[src/rtl/nsrp_pkg.sv]
// Package for the number sequence range parser.
// Holds the transaction types, register indexes and character constants.
// Used by every module in the rtl folder; depends on nothing.
package nsrp_pkg;

	localparam int unsigned VALUE_W   = 32;
	localparam int unsigned CFG_IDX_W = 2;

	localparam logic [CFG_IDX_W-1:0] REG_LOWER_BOUND = 2'd0;
	localparam logic [CFG_IDX_W-1:0] REG_UPPER_BOUND = 2'd1;

	localparam logic [VALUE_W-1:0] LOWER_BOUND_RESET = '0;
	localparam logic [VALUE_W-1:0] UPPER_BOUND_RESET = '1;

	localparam logic [7:0] CHAR_COMMA     = 8'h2C;
	localparam logic [7:0] CHAR_SEMICOLON = 8'h3B;
	localparam logic [7:0] CHAR_SPACE     = 8'h20;
	localparam logic [7:0] CHAR_TAB       = 8'h09;
	localparam logic [7:0] CHAR_LF        = 8'h0A;
	localparam logic [7:0] CHAR_VT        = 8'h0B;
	localparam logic [7:0] CHAR_FF        = 8'h0C;
	localparam logic [7:0] CHAR_CR        = 8'h0D;
	localparam logic [7:0] CHAR_DASH      = 8'h2D;
	localparam logic [7:0] CHAR_ZERO      = 8'h30;
	localparam logic [7:0] CHAR_NINE      = 8'h39;

	typedef enum logic [1:0] {
		CLS_DELIM,
		CLS_DIGIT,
		CLS_DASH,
		CLS_OTHER
	} char_class_t;

	typedef struct packed {
		logic [7:0] character;
		logic       end_marker;
	} in_item_t;

	typedef struct packed {
		logic [VALUE_W-1:0] range_first;
		logic [VALUE_W-1:0] range_end;
		logic               has_range;
		logic               sequence_done;
		logic               parse_failed;
	} out_item_t;

	typedef struct packed {
		logic [VALUE_W-1:0] lower_bound;
		logic [VALUE_W-1:0] upper_bound;
	} cfg_regs_t;

	function automatic char_class_t classify(input logic [7:0] c);
		char_class_t cls;
		if (c inside {CHAR_COMMA, CHAR_SEMICOLON, CHAR_SPACE, CHAR_TAB,
				CHAR_LF, CHAR_VT, CHAR_FF, CHAR_CR}) begin
			cls = CLS_DELIM;
		end else if (c inside {[CHAR_ZERO:CHAR_NINE]}) begin
			cls = CLS_DIGIT;
		end else if (c == CHAR_DASH) begin
			cls = CLS_DASH;
		end else begin
			cls = CLS_OTHER;
		end
		return cls;
	endfunction

endpackage

[src/rtl/number_sequence_range_parser.sv]
// Top level of the number sequence range parser.
// Instantiates nsrp_cfg, nsrp_core and nsrp_obuf; depends on nsrp_pkg.
//
// The block parses a text of decimal numbers and ranges such as "3,5-9" or "-4", one
// character per transaction, closed by a transaction with end_marker set. Each kept piece
// leaves as a half-open interval [range_first, range_end) clamped to the lower_bound and
// upper_bound registers; the end marker always produces one final transaction with
// sequence_done set and parse_failed reporting any unknown character. The block takes one
// character per cycle while in_stall is low: a character is registered on acceptance and
// handled by the parser core once the output buffer has room, and its result, if any, is
// registered in the output buffer. A two-entry output buffer lets the input keep flowing
// while a result waits; in_stall rises only once both entries are full. Write the bound
// registers only while no transaction is in flight.
module number_sequence_range_parser (
	input  logic                           clk,
	input  logic                           arst_n,
	input  logic                           in_valid,
	output logic                           in_stall,
	input  nsrp_pkg::in_item_t             in_item,
	output logic                           out_valid,
	input  logic                           out_stall,
	output nsrp_pkg::out_item_t            out_item,
	input  logic                           cfg_we,
	input  logic [nsrp_pkg::CFG_IDX_W-1:0] cfg_index,
	input  logic [nsrp_pkg::VALUE_W-1:0]   cfg_data
);

	nsrp_pkg::cfg_regs_t cfg;
	logic                in_valid_s1;
	nsrp_pkg::in_item_t  in_item_s1;
	logic                can_push;
	logic                step;
	logic                res_valid;
	nsrp_pkg::out_item_t res;

	assign step     = in_valid_s1 && can_push;
	assign in_stall = in_valid_s1 && !can_push;

	always_ff @(posedge clk or negedge arst_n) begin
		if (!arst_n) begin
			in_valid_s1 <= 1'b0;
		end else if (!in_stall) begin
			in_valid_s1 <= in_valid;
		end
	end

	always_ff @(posedge clk) begin
		if (in_valid && !in_stall) begin
			in_item_s1 <= in_item;
		end
	end

	nsrp_cfg u_cfg (
		.clk       (clk),
		.arst_n    (arst_n),
		.cfg_we    (cfg_we),
		.cfg_index (cfg_index),
		.cfg_data  (cfg_data),
		.regs      (cfg)
	);

	nsrp_core u_core (
		.clk       (clk),
		.arst_n    (arst_n),
		.step      (step),
		.item      (in_item_s1),
		.cfg       (cfg),
		.res_valid (res_valid),
		.res       (res)
	);

	nsrp_obuf u_obuf (
		.clk       (clk),
		.arst_n    (arst_n),
		.push      (res_valid),
		.push_item (res),
		.can_push  (can_push),
		.out_valid (out_valid),
		.out_stall (out_stall),
		.out_item  (out_item)
	);

endmodule

[src/rtl/nsrp_cfg.sv]
// Configuration registers of the number sequence range parser.
// Holds lower_bound and upper_bound; depends on nsrp_pkg.
module nsrp_cfg (
	input  logic                            clk,
	input  logic                            arst_n,
	input  logic                            cfg_we,
	input  logic [nsrp_pkg::CFG_IDX_W-1:0]  cfg_index,
	input  logic [nsrp_pkg::VALUE_W-1:0]    cfg_data,
	output nsrp_pkg::cfg_regs_t             regs
);

	nsrp_pkg::cfg_regs_t regs_q;

	always_ff @(posedge clk or negedge arst_n) begin
		if (!arst_n) begin
			regs_q.lower_bound <= nsrp_pkg::LOWER_BOUND_RESET;
			regs_q.upper_bound <= nsrp_pkg::UPPER_BOUND_RESET;
		end else if (cfg_we) begin
			case (cfg_index)
				nsrp_pkg::REG_LOWER_BOUND: regs_q.lower_bound <= cfg_data;
				nsrp_pkg::REG_UPPER_BOUND: regs_q.upper_bound <= cfg_data;
				default: ;
			endcase
		end
	end

	assign regs = regs_q;

endmodule

[src/rtl/nsrp_core.sv]
// Parser core: number accumulation, range tracking and interval output.
// Processes one character per step; depends on nsrp_pkg.
module nsrp_core (
	input  logic                clk,
	input  logic                arst_n,
	input  logic                step,
	input  nsrp_pkg::in_item_t  item,
	input  nsrp_pkg::cfg_regs_t cfg,
	output logic                res_valid,
	output nsrp_pkg::out_item_t res
);

	logic                         digits_seen_q;
	logic [nsrp_pkg::VALUE_W-1:0] acc_q;
	logic                         overflowed_q;
	logic                         range_open_q;
	logic [nsrp_pkg::VALUE_W-1:0] range_begin_q;
	logic                         error_seen_q;

	logic                         digits_seen_d;
	logic [nsrp_pkg::VALUE_W-1:0] acc_d;
	logic                         overflowed_d;
	logic                         range_open_d;
	logic [nsrp_pkg::VALUE_W-1:0] range_begin_d;
	logic                         error_seen_d;

	nsrp_pkg::char_class_t        cls;
	logic [nsrp_pkg::VALUE_W+3:0] product;
	logic [nsrp_pkg::VALUE_W-1:0] stop;
	logic                         acc_in_bounds;
	logic                         close_give;
	logic [nsrp_pkg::VALUE_W-1:0] close_first;
	logic [nsrp_pkg::VALUE_W-1:0] close_end;

	assign cls = nsrp_pkg::classify(item.character);

	// acc * 10 + digit, four bits wider so that any carry shows as overflow.
	// The ASCII digits have their value in the low nibble.
	assign product = ({4'b0000, acc_q} << 3) + ({4'b0000, acc_q} << 1)
		+ {{nsrp_pkg::VALUE_W{1'b0}}, item.character[3:0]};

	assign acc_in_bounds = (acc_q < cfg.upper_bound);
	assign stop = (digits_seen_q && acc_in_bounds) ? acc_q + 1'b1 : cfg.upper_bound;

	// Closing the current piece; an overflowed piece is dropped silently.
	always_comb begin
		close_give  = 1'b0;
		close_first = '0;
		close_end   = '0;
		if (overflowed_q) begin
			close_give = 1'b0;
		end else if (range_open_q) begin
			if (stop > range_begin_q) begin
				close_give  = 1'b1;
				close_first = range_begin_q;
				close_end   = stop;
			end
		end else if (digits_seen_q && acc_q >= cfg.lower_bound && acc_in_bounds) begin
			close_give  = 1'b1;
			close_first = acc_q;
			close_end   = acc_q + 1'b1;
		end
	end

	always_comb begin
		digits_seen_d = digits_seen_q;
		acc_d         = acc_q;
		overflowed_d  = overflowed_q;
		range_open_d  = range_open_q;
		range_begin_d = range_begin_q;
		error_seen_d  = error_seen_q;
		res_valid     = 1'b0;
		res           = '0;
		if (step) begin
			if (item.end_marker) begin
				res_valid         = 1'b1;
				res.sequence_done = 1'b1;
				res.parse_failed  = error_seen_q;
				if (!error_seen_q && close_give) begin
					res.has_range   = 1'b1;
					res.range_first = close_first;
					res.range_end   = close_end;
				end
				digits_seen_d = 1'b0;
				acc_d         = '0;
				overflowed_d  = 1'b0;
				range_open_d  = 1'b0;
				range_begin_d = '0;
				error_seen_d  = 1'b0;
			end else if (!error_seen_q) begin
				case (cls)
					nsrp_pkg::CLS_DELIM: begin
						res_valid       = close_give;
						res.has_range   = close_give;
						res.range_first = close_first;
						res.range_end   = close_end;
						if (overflowed_q) begin
							overflowed_d = 1'b0;
						end else begin
							range_open_d = 1'b0;
						end
						digits_seen_d = 1'b0;
						acc_d         = '0;
					end
					nsrp_pkg::CLS_DIGIT: begin
						digits_seen_d = 1'b1;
						acc_d         = product[nsrp_pkg::VALUE_W-1:0];
						if (product[nsrp_pkg::VALUE_W+3:nsrp_pkg::VALUE_W] != 4'b0000) begin
							overflowed_d = 1'b1;
						end
					end
					nsrp_pkg::CLS_DASH: begin
						range_begin_d = (digits_seen_q && acc_q >= cfg.lower_bound)
							? acc_q : cfg.lower_bound;
						range_open_d  = 1'b1;
						digits_seen_d = 1'b0;
						acc_d         = '0;
					end
					default: begin
						error_seen_d = 1'b1;
					end
				endcase
			end
		end
	end

	always_ff @(posedge clk or negedge arst_n) begin
		if (!arst_n) begin
			digits_seen_q <= 1'b0;
			acc_q         <= '0;
			overflowed_q  <= 1'b0;
			range_open_q  <= 1'b0;
			range_begin_q <= '0;
			error_seen_q  <= 1'b0;
		end else begin
			digits_seen_q <= digits_seen_d;
			acc_q         <= acc_d;
			overflowed_q  <= overflowed_d;
			range_open_q  <= range_open_d;
			range_begin_q <= range_begin_d;
			error_seen_q  <= error_seen_d;
		end
	end

`ifndef NO_ASSERTIONS
	a_end_clears_state: assert property (@(posedge clk) disable iff (!arst_n)
		step && item.end_marker |=>
			!error_seen_q && !range_open_q && !digits_seen_q && !overflowed_q)
		else $error("state not cleared after end marker");

	a_mid_result_has_range: assert property (@(posedge clk) disable iff (!arst_n)
		res_valid && !res.sequence_done |-> res.has_range && !res.parse_failed)
		else $error("delimiter result without an interval");

	a_interval_nonempty: assert property (@(posedge clk) disable iff (!arst_n)
		res_valid && res.has_range |-> res.range_end > res.range_first)
		else $error("empty interval reported");

	a_failed_no_range: assert property (@(posedge clk) disable iff (!arst_n)
		res_valid && res.parse_failed |-> !res.has_range && res.sequence_done)
		else $error("interval reported on a failed parse");
`endif

endmodule

[src/rtl/nsrp_obuf.sv]
// Two-entry output buffer (result register plus skid register).
// Decouples the result channel stall from the parser; depends on nsrp_pkg.
module nsrp_obuf (
	input  logic                clk,
	input  logic                arst_n,
	input  logic                push,
	input  nsrp_pkg::out_item_t push_item,
	output logic                can_push,
	output logic                out_valid,
	input  logic                out_stall,
	output nsrp_pkg::out_item_t out_item
);

	logic                main_valid_q;
	logic                skid_valid_q;
	nsrp_pkg::out_item_t main_q;
	nsrp_pkg::out_item_t skid_q;
	logic                pop;

	assign pop       = main_valid_q && !out_stall;
	// A push is only allowed while the skid register is empty, so order is kept.
	assign can_push  = !skid_valid_q;
	assign out_valid = main_valid_q;
	assign out_item  = main_q;

	always_ff @(posedge clk or negedge arst_n) begin
		if (!arst_n) begin
			main_valid_q <= 1'b0;
			skid_valid_q <= 1'b0;
		end else if (push) begin
			if (!main_valid_q || pop) begin
				main_valid_q <= 1'b1;
			end else begin
				skid_valid_q <= 1'b1;
			end
		end else if (pop) begin
			main_valid_q <= skid_valid_q;
			skid_valid_q <= 1'b0;
		end
	end

	always_ff @(posedge clk) begin
		if (push) begin
			if (!main_valid_q || pop) begin
				main_q <= push_item;
			end else begin
				skid_q <= push_item;
			end
		end else if (pop && skid_valid_q) begin
			main_q <= skid_q;
		end
	end

`ifndef NO_ASSERTIONS
	a_skid_implies_main: assert property (@(posedge clk) disable iff (!arst_n)
		skid_valid_q |-> main_valid_q)
		else $error("skid entry held without a result entry");
`endif

endmodule

[config.mk]
export PLATFORM = sky130hd
export DESIGN_NAME = number_sequence_range_parser
export DESIGN_NICKNAME = d
export VERILOG_FILES = /design/src/rtl/nsrp_pkg.sv /design/src/rtl/number_sequence_range_parser.sv /design/src/rtl/nsrp_cfg.sv /design/src/rtl/nsrp_core.sv /design/src/rtl/nsrp_obuf.sv
export SDC_FILE = /design/constraint.sdc
export NUM_CORES = 1
export LEC_CHECK = 0
export BUFFER_PORTS_ARGS = -buffer_cell sky130_fd_sc_hd__buf_2
export CORE_MARGIN = 3
export CORE_UTILIZATION = 58
export CTS_CLUSTER_SIZE = 16
export DETAILED_ROUTE_END_ITERATION = 7
export GPL_ROUTABILITY_DRIVEN = 0
export PLACE_DENSITY = 0.87
export SLEW_MARGIN = 20
export SYNTH_ARGS = -nofsm -noshare
export SYNTH_HDL_FRONTEND = slang
export SYNTH_HIERARCHICAL = 1
export SYNTH_SLANG_ARGS = --single-unit
[constraint.sdc]
create_clock -name clk -period 17.33 [get_ports clk]
set_input_delay 3.466 -clock clk [delete_from_list [all_inputs] [get_ports clk]]
set_output_delay 3.466 -clock clk [all_outputs]
set_load 0.02 [all_outputs]
* Word-level counts from Yosys, hierarchy flattened
Cells that the tools add are included.
Storage, ports and cells: bits in registers 278, latch bits 0, memory bits (writable) 0, bits in read-only memories 0, input bits 48, output and inout bits 69, logic and storage cells 143, memories 0
Operators by class: add/sub/neg operators 3, multipliers 0, divide/modulo/power cells 0, order comparisons 5, equality and inequality tests 17, shifts and indexed selects 0, multiplexer cells 56, bitwise logic cells 1, reduce and logical (&&, ||, !) cells 38
Operators with widths (number):
- 32-bit 2-to-1 mux | 15
- 67-bit 2-to-1 mux | 4
- 65-bit 2-to-1 mux | 4
- 32-bit case mux with 2 select lines | 1
- 8-bit by 4-bit equality test with 1-bit output (second input constant) | 5
- 35-bit by 33-bit adder with 36-bit output | 1
- 36-bit by 4-bit adder with 36-bit output | 1
- 32-bit by 1-bit adder with 32-bit output (second input constant) | 1
- 8-bit by 6-bit equality test with 1-bit output (second input constant) | 4
- 32-bit >= comparator | 1
- 32-bit > comparator | 1
- 32-bit < comparator | 1
- 1-bit 2-to-1 mux | 26
- 2-bit AND reduction | 6
- 1-bit logical AND | 10
- 3-bit nonzero test | 3
- 8-bit by 6-bit >= comparator with 1-bit output (second input constant) | 1
- 8-bit by 6-bit less-or-equal comparator with 1-bit output (second input constant) | 1
- 4-bit AND reduction | 2
- 8-bit nonzero test | 1
- 2-bit 2-to-1 mux | 3
- 1-bit case mux with 2 select lines | 3
- 3-bit AND reduction | 2
- 2-bit nonzero test | 3
- other kinds (13) | 20

* Longest topological paths before layout
Gate-level depths: netlist of run 1.
depth in word-level cells 13, mapped depth 25, mapped depth without buffers 21

* Hierarchy
The synthesis of run 1 kept the hierarchy.
Modules (own cells, without submodules):
- nsrp_core | times used 1, cells an instance 1159, area an instance 9116.2 um^2, sequential area each 1701.6 um^2
- nsrp_obuf | times used 1, cells an instance 221, area an instance 5281.3 um^2, sequential area each 4073.9 um^2
- nsrp_cfg | times used 1, cells an instance 136, area an instance 2456.1 um^2, sequential area each 1641.6 um^2
- number_sequence_range_parser | times used 1, cells an instance 15, area an instance 334.1 um^2, sequential area each 295.3 um^2

* Worst setup path before layout of run 1
Ideal clock, no wire load.
path kind register to register, start reg u_cfg.regs_q (netlist bit u_cfg/regs[25]), end reg u_obuf.main_q (netlist bit u_obuf/out_item[0]), enable pin, setup time 514 ps, arrival time 7409 ps, data required time 16816 ps, setup slack 9407 ps, stages on the path, launching flop included 25, path buffers 4, clock period less this slack 7923 ps, cell sequence dfstp_2 -> inv_1 -> ha_1 -> a21o_1 -> a21o_1 -> a211oi_1 -> o21a_1 -> o2111ai_1 -> a21oi_1 -> buf_4 -> clkbuf_1 -> a21oi_1 -> ha_1 -> and3_1 -> nand4_1 -> or2_2 -> a211oi_1 -> o31ai_1 -> nand4_1 -> and4_1 -> or3_1 -> buf_6 -> buf_12 -> a21oi_1 -> a21oi_1
Between the ends: longest elaborated chain between the ends 13, elaborated cells between the ends (all ways) 16, those cells by class order compare (2); eq/ne (1); mux (9); reduce/logical (4)
Ends and longest elaborated chain:
- start: declaration | line nsrp_cfg.sv:12 | nsrp_pkg::cfg_regs_t regs_q;
- 32-bit < comparator | line nsrp_core.sv:42 | assign acc_in_bounds = (acc_q < cfg.upper_bound);
- 1-bit logical AND | line nsrp_core.sv:43 | assign stop = (digits_seen_q && acc_in_bounds) ? acc_q + 1'b1 : cfg.upper_bound;
- 32-bit 2-to-1 mux | line nsrp_core.sv:43
- 32-bit > comparator | line nsrp_core.sv:53 | if (stop > range_begin_q) begin
- 1-bit 2-to-1 mux | line nsrp_core.sv:53
- 1-bit 2-to-1 mux * | line nsrp_core.sv:52 | end else if (range_open_q) begin
- 1-bit 2-to-1 mux * | line nsrp_core.sv:50 | if (overflowed_q) begin
- 1-bit 2-to-1 mux * | line nsrp_core.sv:91 | case (cls)
- 1-bit 2-to-1 mux * | line nsrp_core.sv:90 | end else if (!error_seen_q) begin
- 1-bit 2-to-1 mux * | line nsrp_core.sv:75 | if (item.end_marker) begin
- 1-bit 2-to-1 mux * | line nsrp_core.sv:74 | if (step) begin
- via res_valid | line number_sequence_range_parser.sv:33 | logic res_valid;
- 2-bit by 1-bit inequality test with 1-bit output (no line) or 2-bit nonzero test (tied branches)
- 2-bit AND reduction (no line) *
- end signal: assignment | line nsrp_obuf.sv:45 | main_q <= push_item;
- end signal: assignment | line nsrp_obuf.sv:50 | main_q <= skid_q;
- end: declaration | line nsrp_obuf.sv:16 | nsrp_pkg::out_item_t main_q;
Mark *: on every way through the listed nets, which the timed path passes. The rest lies on a longest branch. A chain may end at the register's enable or synchronous reset.

* Worst setup path in the final report of run 1
start reg u_cfg.regs_q (netlist bit u_cfg/regs[17]), end reg u_obuf.main_q (netlist bit u_obuf/out_item[5]) (data pin)
Between the ends: elaborated cells between the ends (all ways) 25, those cells by class order compare (2); mux (20); reduce/logical (3)
RTL lines:
- 32-bit < comparator | line nsrp_core.sv:42
- 1-bit logical AND | line nsrp_core.sv:43
- 32-bit 2-to-1 mux | line nsrp_core.sv:43
- 32-bit > comparator | line nsrp_core.sv:53
- 1-bit 2-to-1 mux | line nsrp_core.sv:53
- 1-bit 2-to-1 mux * | line nsrp_core.sv:52
- 1-bit 2-to-1 mux * | line nsrp_core.sv:50
- 1-bit 2-to-1 mux * | line nsrp_core.sv:91
- 1-bit 2-to-1 mux * | line nsrp_core.sv:90
- 1-bit 2-to-1 mux * | line nsrp_core.sv:75
- 1-bit 2-to-1 mux * | line nsrp_core.sv:74
- via res_valid | line number_sequence_range_parser.sv:33
- 67-bit 2-to-1 mux * | line nsrp_obuf.sv:43 | if (push) begin
Mark *: on every way through the listed nets, which the timed path passes. The rest lies on a longest branch. The select of a mux whose other input is x is not followed.

==> flow_metrics.env, run 1 <==
export IMPL_synth_cell_types=71
export IMPL_critical_path_class="register to register"
export IMPL_synthTopCellsByArea="edfxtp_1, dfrtp_1, ha_1, mux2_4, mux2i_1"
export IMPL_status="completed"
export IMPL_cts_buffers=30
export IMPL_grt_overflow_total=0
export IMPL_die_w_um=178
export IMPL_dieArea_um2=31700
export IMPL_io_buffers=116
export IMPL_irDropWorstVdd_mv=0.0781
export IMPL_slew_violations=0
export IMPL_routed_wl_um=40900
export IMPL_rsz0062_at_grt="false"
export IMPL_viasPerCell=6.14
export IMPL_cp_required_ns=17.62
export IMPL_fin_tns_setup_ns=0
export IMPL_r2r_cells=21
export IMPL_fin_skew_ns=0.0152
export IMPL_grt_pass1_wl_um=64900
export IMPL_sw_frac_of_total=0.301
export IMPL_synth_nets=1740
export IMPL_worstSetupStartpointType="register"
export IMPL_ys_flop_type="edfxtp_1"
export IMPL_cts_sinks=278
export IMPL_internal_power_mw=1.41
export IMPL_power_mw=2.01
export IMPL_setup_viol=0
export IMPL_place_ws_ns=11.02
export IMPL_critPathMaxFanout=49
export IMPL_cp_startpoint="u_cfg/regs[17]"
export IMPL_first_global_vias=12400
export IMPL_async_flop_share=0.486
export IMPL_synth_top_cell_by_area="edfxtp_1"
export IMPL_vias=12500
export IMPL_post_route_period_util=0.379
export IMPL_cts_clk_slew_worst_paths_ns=0.06
export IMPL_htree_levels=1
export IMPL_rrSetupSlack_ns=10.76
export IMPL_postCtsHoldBufs=0
export IMPL_core_area_um2=28900
export IMPL_initial_core_util=0.594
export IMPL_final_cell_mix="ha_1, edfxtp_1, nand2_1, buf_2, o21ai_0"
export IMPL_fin_ws_ns=10.76
export IMPL_power_density_nw_per_um2=107
export IMPL_clk_latency_ns=0.55
export IMPL_synth_cell_area_um2=17200
export IMPL_synthCells=1531
export IMPL_power_leakage_nw=8.61
export IMPL_p_seq_frac=0.445
export IMPL_timing_slew_headroom=0.234
export IMPL_critPathCaptureType="register"
export IMPL_arrival_ns=6.86
export IMPL_syn_area_per_cell_um2=11.2
export IMPL_clockBufferDepth=3
export IMPL_cts_setup_buffers=0
export IMPL_worstReg2RegEnd="u_obuf/out_item[5]"
export IMPL_cts_tree="built"
export IMPL_synth_edf_count=143
export IMPL_tightest_slew_ns=1.15
export IMPL_num_rows=62
export IMPL_antenna_found_initial=0
export IMPL_drive_above_1_share=0.217
export IMPL_grt_use_total=0.255
export IMPL_die_y_um=178
export IMPL_first_iter_violations=1520
export IMPL_yosysSeqAreaShare=0.449
export IMPL_p_sw_mw=0.606
export IMPL_rr_startpoint="u_cfg/regs[17]"
export IMPL_clkPwrFrac=0.317
export IMPL_drc=0
export IMPL_combPwrFrac=0.238
export IMPL_boundaryPins=117
export IMPL_yosysTopAreaCellShare=0.250
export IMPL_layout_commonest_cell="ha_1"
export IMPL_yosysWarnings=6
export IMPL_hold_violations=0
export IMPL_diodes=0
export IMPL_wl_per_cell_um=20.1
export IMPL_grt_max_degree=68
export IMPL_hpwl_um=29600
export IMPL_num_nets_final=1835
export IMPL_timing_fmax_ghz=0.152
export IMPL_drv_cap=0
export IMPL_crit_path_end="u_obuf/out_item[5]"
export IMPL_cts_repair_resized=0
export IMPL_firstDrtPassIters=6
export IMPL_min_path_type="register to register"
export IMPL_syn_to_final_growth_pct=9.98
export IMPL_min_period_ns=6.57
export IMPL_drtAntennaViolNets=0
export IMPL_ys_seq_elements=278
export IMPL_cts_root_buf="clkbuf_16"
## kinds of logic after synthesis
kind of cell	synth area share
simple gates	0.0933
buf+inv	0.0523
mux	0.150
xor+xnor	0.0296
fa+ha+maj	0.118
flops	0.449
compound gates	0.108
## state kept, by name (all words and copies together) (netlist names)
register / cells
u_obuf/out_item: 67
u_obuf/skid_q: 67
u_cfg/regs: 64
u_core/acc_q: 32
u_core/range_begin_q: 32
in_item_s1: 9
in_valid_s1: 1
u_core/digits_seen_q: 1
u_core/error_seen_q: 1
u_core/overflowed_q: 1
u_core/range_open_q: 1
u_obuf/out_valid: 1
u_obuf/skid_valid_q: 1
## worst max-delay path, cell delays in order (launching register included)
cell and delay (ns):
dfstp_2 0.54, inv_1 0.05, ha_1 0.33, a21o_1 0.17, a21oi_1 0.20, nand2_1 0.12
nor2_1 0.17, o311ai_1 0.26, a21oi_4 0.43, buf_4 0.50, nor2_1 0.11, a21oi_1 0.18
ha_1 0.28, or2_2 0.28, a21oi_1 0.20, a211oi_1 0.08, o31ai_1 0.41, nand4_1 0.19
and4_1 0.27, or3_4 0.62, buf_4 0.44, mux2_4 0.39
## how the worst min path moves through the flow
stage                                        start                        to  slack (ns)  cells past startpoint
after floorplan               u_core/digits_seen_q      u_core/digits_seen_q        0.47                      2
after global placement     u_core/range_begin_q[7]   u_core/range_begin_q[7]        0.49                      2
after detailed placement  u_core/range_begin_q[23]  u_core/range_begin_q[23]        0.50                      2
after CTS                  u_core/range_begin_q[9]   u_core/range_begin_q[9]        0.52                      2
after global routing      u_core/range_begin_q[24]  u_core/range_begin_q[24]        0.55                      2
final                     u_core/range_begin_q[23]  u_core/range_begin_q[23]        0.52                      2
## layout make-up
class | count | area, µm²
well taps | 384 | 480
flip-flops and latches | 278 | 7710
repair buffers | 127 | 666
fillers | 2071 | 10000
inverters | 111 | 417
multi-input cells | 1078 | 8630
clock buffers | 39 | 826
clock inverters | 17 | 170
## power by group through the flow
stage	clock (mW)	sequential [mW]	combinational, mW
finish	0.639	0.897	0.479
CTS	0.646	0.897	0.477
floorplan	0	0.962	0.290
global route	0.677	0.907	0.521
detailed placement	0	0.909	0.473
global placement	0	0.903	0.451
## layer usage
| metal | global-route usage | wire (µm) | up-vias |
|---|---|---|---|
| met1 | 0.348 | 17100 | 6005 |
| met4 | 0.0929 | 1500 | 0 |
| met2 | 0.418 | 18700 | 640 |
| li1 | - | - | 5725 |
| met3 | 0.0360 | 3520 | 125 |
| met5 | 0 | 0 | - |
## stage by stage
step	cells	utilization	hold WS [ns]	area [µm²]
2_1_floorplan	1531	-	0.469	17200
3_3_place_gp	1978	0.619	0.488	17900
3_5_place_dp	1978	0.619	0.502	17900
4_1_cts	2034	0.653	0.516	18900
5_1_grt	2034	0.653	0.545	18900
6_report	2034	0.653	0.520	18900
## cell usage after synthesis, drive strengths merged, types with 2 or more instances
cell	instances
ha	159
edfxtp	143
mux2	131
nand2	119
o21ai	115
nor2	112
inv	111
dfrtp	103
mux2i	85
a21oi	63
clkbuf	38
a21o	36
dfstp	32
xnor2	31
xor2	27
buf	26
a211oi	24
nand4	23
nand3	22
nand2b	13
and3	12
nor3	11
and2	8
o21a	8
nor2b	6
o211ai	6
a22o	5
a31oi	5
o2111ai	5
a2111oi	4
a32o	4
and4	4
nor4	3
nor4b	3
o21bai	3
o22ai	3
o31ai	3
o41ai	3
or2	3
a31o	2
fa	2
nor3b	2
or3	2
Power figures use the tool's default switching activity.
==> inputs of run 2 (changes only) <==
--- a/config.mk
+++ b/config.mk
@@ -7,11 +7,11 @@
 export LEC_CHECK = 0
 export BUFFER_PORTS_ARGS = -buffer_cell sky130_fd_sc_hd__buf_2
 export CORE_MARGIN = 3
-export CORE_UTILIZATION = 58
+export CORE_UTILIZATION = 56
 export CTS_CLUSTER_SIZE = 16
 export DETAILED_ROUTE_END_ITERATION = 7
 export GPL_ROUTABILITY_DRIVEN = 0
-export PLACE_DENSITY = 0.87
+export PLACE_DENSITY = 0.88
 export SLEW_MARGIN = 20
 export SYNTH_ARGS = -nofsm -noshare
 export SYNTH_HDL_FRONTEND = slang
==> constraint.sdc (replaced) <==
create_clock -name clk -period 5.9 [get_ports clk]
set_input_delay 1.18 -clock clk [delete_from_list [all_inputs] [get_ports clk]]
set_output_delay 1.18 -clock clk [all_outputs]
set_load 0.02 [all_outputs]
==> run 2 against run 1 <==
Effect of this change: die area is 3.4% higher; via count grew 2.6%; global-route usage fell by 0.32 points; non-clock buffer count increased by 27; final cell count increased by 1.6%; worst setup slack lost 10 ns; routed wire length is 4.7% higher; combinational power increased to 3.0 times the previous value; critical path type unchanged; largest power group unchanged.
==> flow_metrics.env, run 2 (synthesized netlist as in run 1, its figures left out) <==
export IMPL_timing_slew_headroom=0.223
export IMPL_fin_tns_setup_ns=0
export IMPL_power_leakage_nw=8.81
export IMPL_layout_commonest_cell="ha_1"
export IMPL_core_area_um2=30000
export IMPL_grt_overflow_total=0
export IMPL_final_cell_mix="ha_1, edfxtp_1, nand2_1, buf_2, o21ai_0"
export IMPL_cts_buffers=30
export IMPL_slew_violations=0
export IMPL_min_path_type="register to register"
export IMPL_critical_path_class="register to register"
export IMPL_critPathTopFamily="simple AND/OR/NAND/NOR gates"
export IMPL_initial_core_util=0.574
export IMPL_first_global_vias=12900
export IMPL_crit_cells=20
export IMPL_clockBufferDepth=3
export IMPL_drc=0
export IMPL_viasPerCell=6.20
export IMPL_grt_pass1_wl_um=67800
export IMPL_whs_ns=0.506
export IMPL_multi_input_area_um2=8630
export IMPL_wl_per_cell_um=20.7
export IMPL_worstSetupStartpointType="register"
export IMPL_setup_viol=0
export IMPL_drive_above_1_share=0.232
export IMPL_rr_startpoint="u_core/acc_q[12]"
export IMPL_grt_max_degree=136
export IMPL_seq_area_um2=7710
export IMPL_antenna_found_initial=0
export IMPL_irDropWorstVdd_mv=0.293
export IMPL_syn_to_final_growth_pct=11.9
export IMPL_diodes=0
export IMPL_num_nets_final=1862
export IMPL_r2r_cells=20
export IMPL_htree_levels=1
export IMPL_fin_skew_ns=0.0176
export IMPL_critical_path_buf_inv_count=1
export IMPL_dieArea_um2=32800
export IMPL_min_period_ns=5.62
export IMPL_arrival_ns=5.92
export IMPL_cts_clk_slew_worst_paths_ns=0.06
export IMPL_critPathCaptureType="register"
export IMPL_fill_cells=2134
export IMPL_die_w_um=181
export IMPL_tightest_slew_ns=1.17
export IMPL_rrSetupSlack_ns=0.28
export IMPL_hpwl_um=30400
export IMPL_first_iter_violations=1351
export IMPL_drv_cap=0
export IMPL_crit_path_end="u_obuf/out_item[36]"
export IMPL_boundaryPins=117
export IMPL_timing_fmax_ghz=0.178
export IMPL_num_rows=63
export IMPL_io_buffers=116
export IMPL_grt_use_total=0.252
export IMPL_status="completed"
export IMPL_cts_tree="built"
export IMPL_cts_sinks=278
export IMPL_post_route_period_util=0.953
export IMPL_hold_violations=0
export IMPL_firstDrtPassIters=8
export IMPL_worstReg2RegEnd="u_obuf/out_item[36]"
export IMPL_vias=12800
export IMPL_drtAntennaViolNets=0
export IMPL_slowest_stage="dfrtp_1"
export IMPL_critPathMaxFanout=41
export IMPL_clk_latency_ns=0.56
export IMPL_cp_required_ns=6.20
export IMPL_power_density_nw_per_um2=314
export IMPL_rsz0062_at_grt="false"
export IMPL_crit_chain="nand4_1 > nor3_1 > and3_1 > nand2_1 > nor3_1 > nand3_1 > xnor2_1 > nand2_1 > o21ai_0 > ha_1 > nand4_1 > nor2_1 > nand3_1 > nor3_1 > o31ai_1 > nand4_1 > and4_1 > or3_4 > buf_12 > mux2_4"
export IMPL_cp_startpoint="u_core/acc_q[12]"
export IMPL_cts_root_buf="clkbuf_16"
export IMPL_max_stage_delay_ns=0.66
export IMPL_routed_wl_um=42800
export IMPL_die_y_um=181
[run 2: how the worst min path moves through the flow]
stage / start / endpoint / slack [ns] / depth (start not counted)
after global routing: u_core/range_begin_q[22] / u_core/range_begin_q[22] / 0.55 / 2
after CTS: u_core/range_begin_q[22] / u_core/range_begin_q[22] / 0.51 / 2
final: u_core/range_begin_q[22] / u_core/range_begin_q[22] / 0.51 / 2
after detailed placement: u_core/range_begin_q[22] / u_core/range_begin_q[22] / 0.49 / 2
after floorplan: u_core/digits_seen_q / u_core/digits_seen_q / 0.47 / 2
after global placement: u_core/range_begin_q[22] / u_core/range_begin_q[22] / 0.49 / 2
[run 2: where the power goes]
part | internal, mW | switching, mW | total [mW]
sequential | 2.45 | 0.186 | 2.64
combinational | 0.594 | 0.848 | 1.44
clock | 1.19 | 0.769 | 1.96
total | 4.23 | 1.80 | 6.04
[run 2: tightest hold or removal path: cells and delay by family, from the launching register on]
kind | cells | cell delay [ns]
simple gates | 1 | 0.05
flops | 1 | 0.36
compound gates | 1 | 0.06
[run 2: metal layers]
metal	vias up	GRT usage	part of all wire
met4	0	0.0923	0.038
li1	5789	-	-
met5	-	0	0
met2	709	0.407	0.46
met1	6173	0.348	0.41
met3	150	0.0383	0.099
[run 2: timing repair]
item	in CTS	in global routing
gates resized for setup	0	0
endpoints found under the hold margin	0	0
hold buffers	0	0
setup buffers	0	1
setup endpoints to repair	0	187
[run 2: through the flow]
stage / utilization / cells / worst slack (ns) / total power, mW / area (µm²)
after detailed placement: 0.607 / 2010 / 0.299 / 4.08 / 18200
after floorplan: - / 1531 / 0.194 / 3.66 / 17200
final: 0.642 / 2067 / 0.279 / 6.04 / 19200
after global routing: 0.642 / 2067 / 0.0376 / 6.30 / 19200
after CTS: 0.642 / 2066 / 0.184 / 6.06 / 19200
after global placement: 0.607 / 2010 / 0.494 / 4.00 / 18200
[run 2: final cells by class]
class / count / share of cell area
Multi-Input combinational cell: 1078 / 0.449
Sequential cell: 278 / 0.401
Timing Repair Buffer: 154 / 0.0490
Clock buffer: 40 / 0.0444
Tap cell: 390 / 0.0254
Inverter: 111 / 0.0217
Clock inverter: 16 / 0.00988
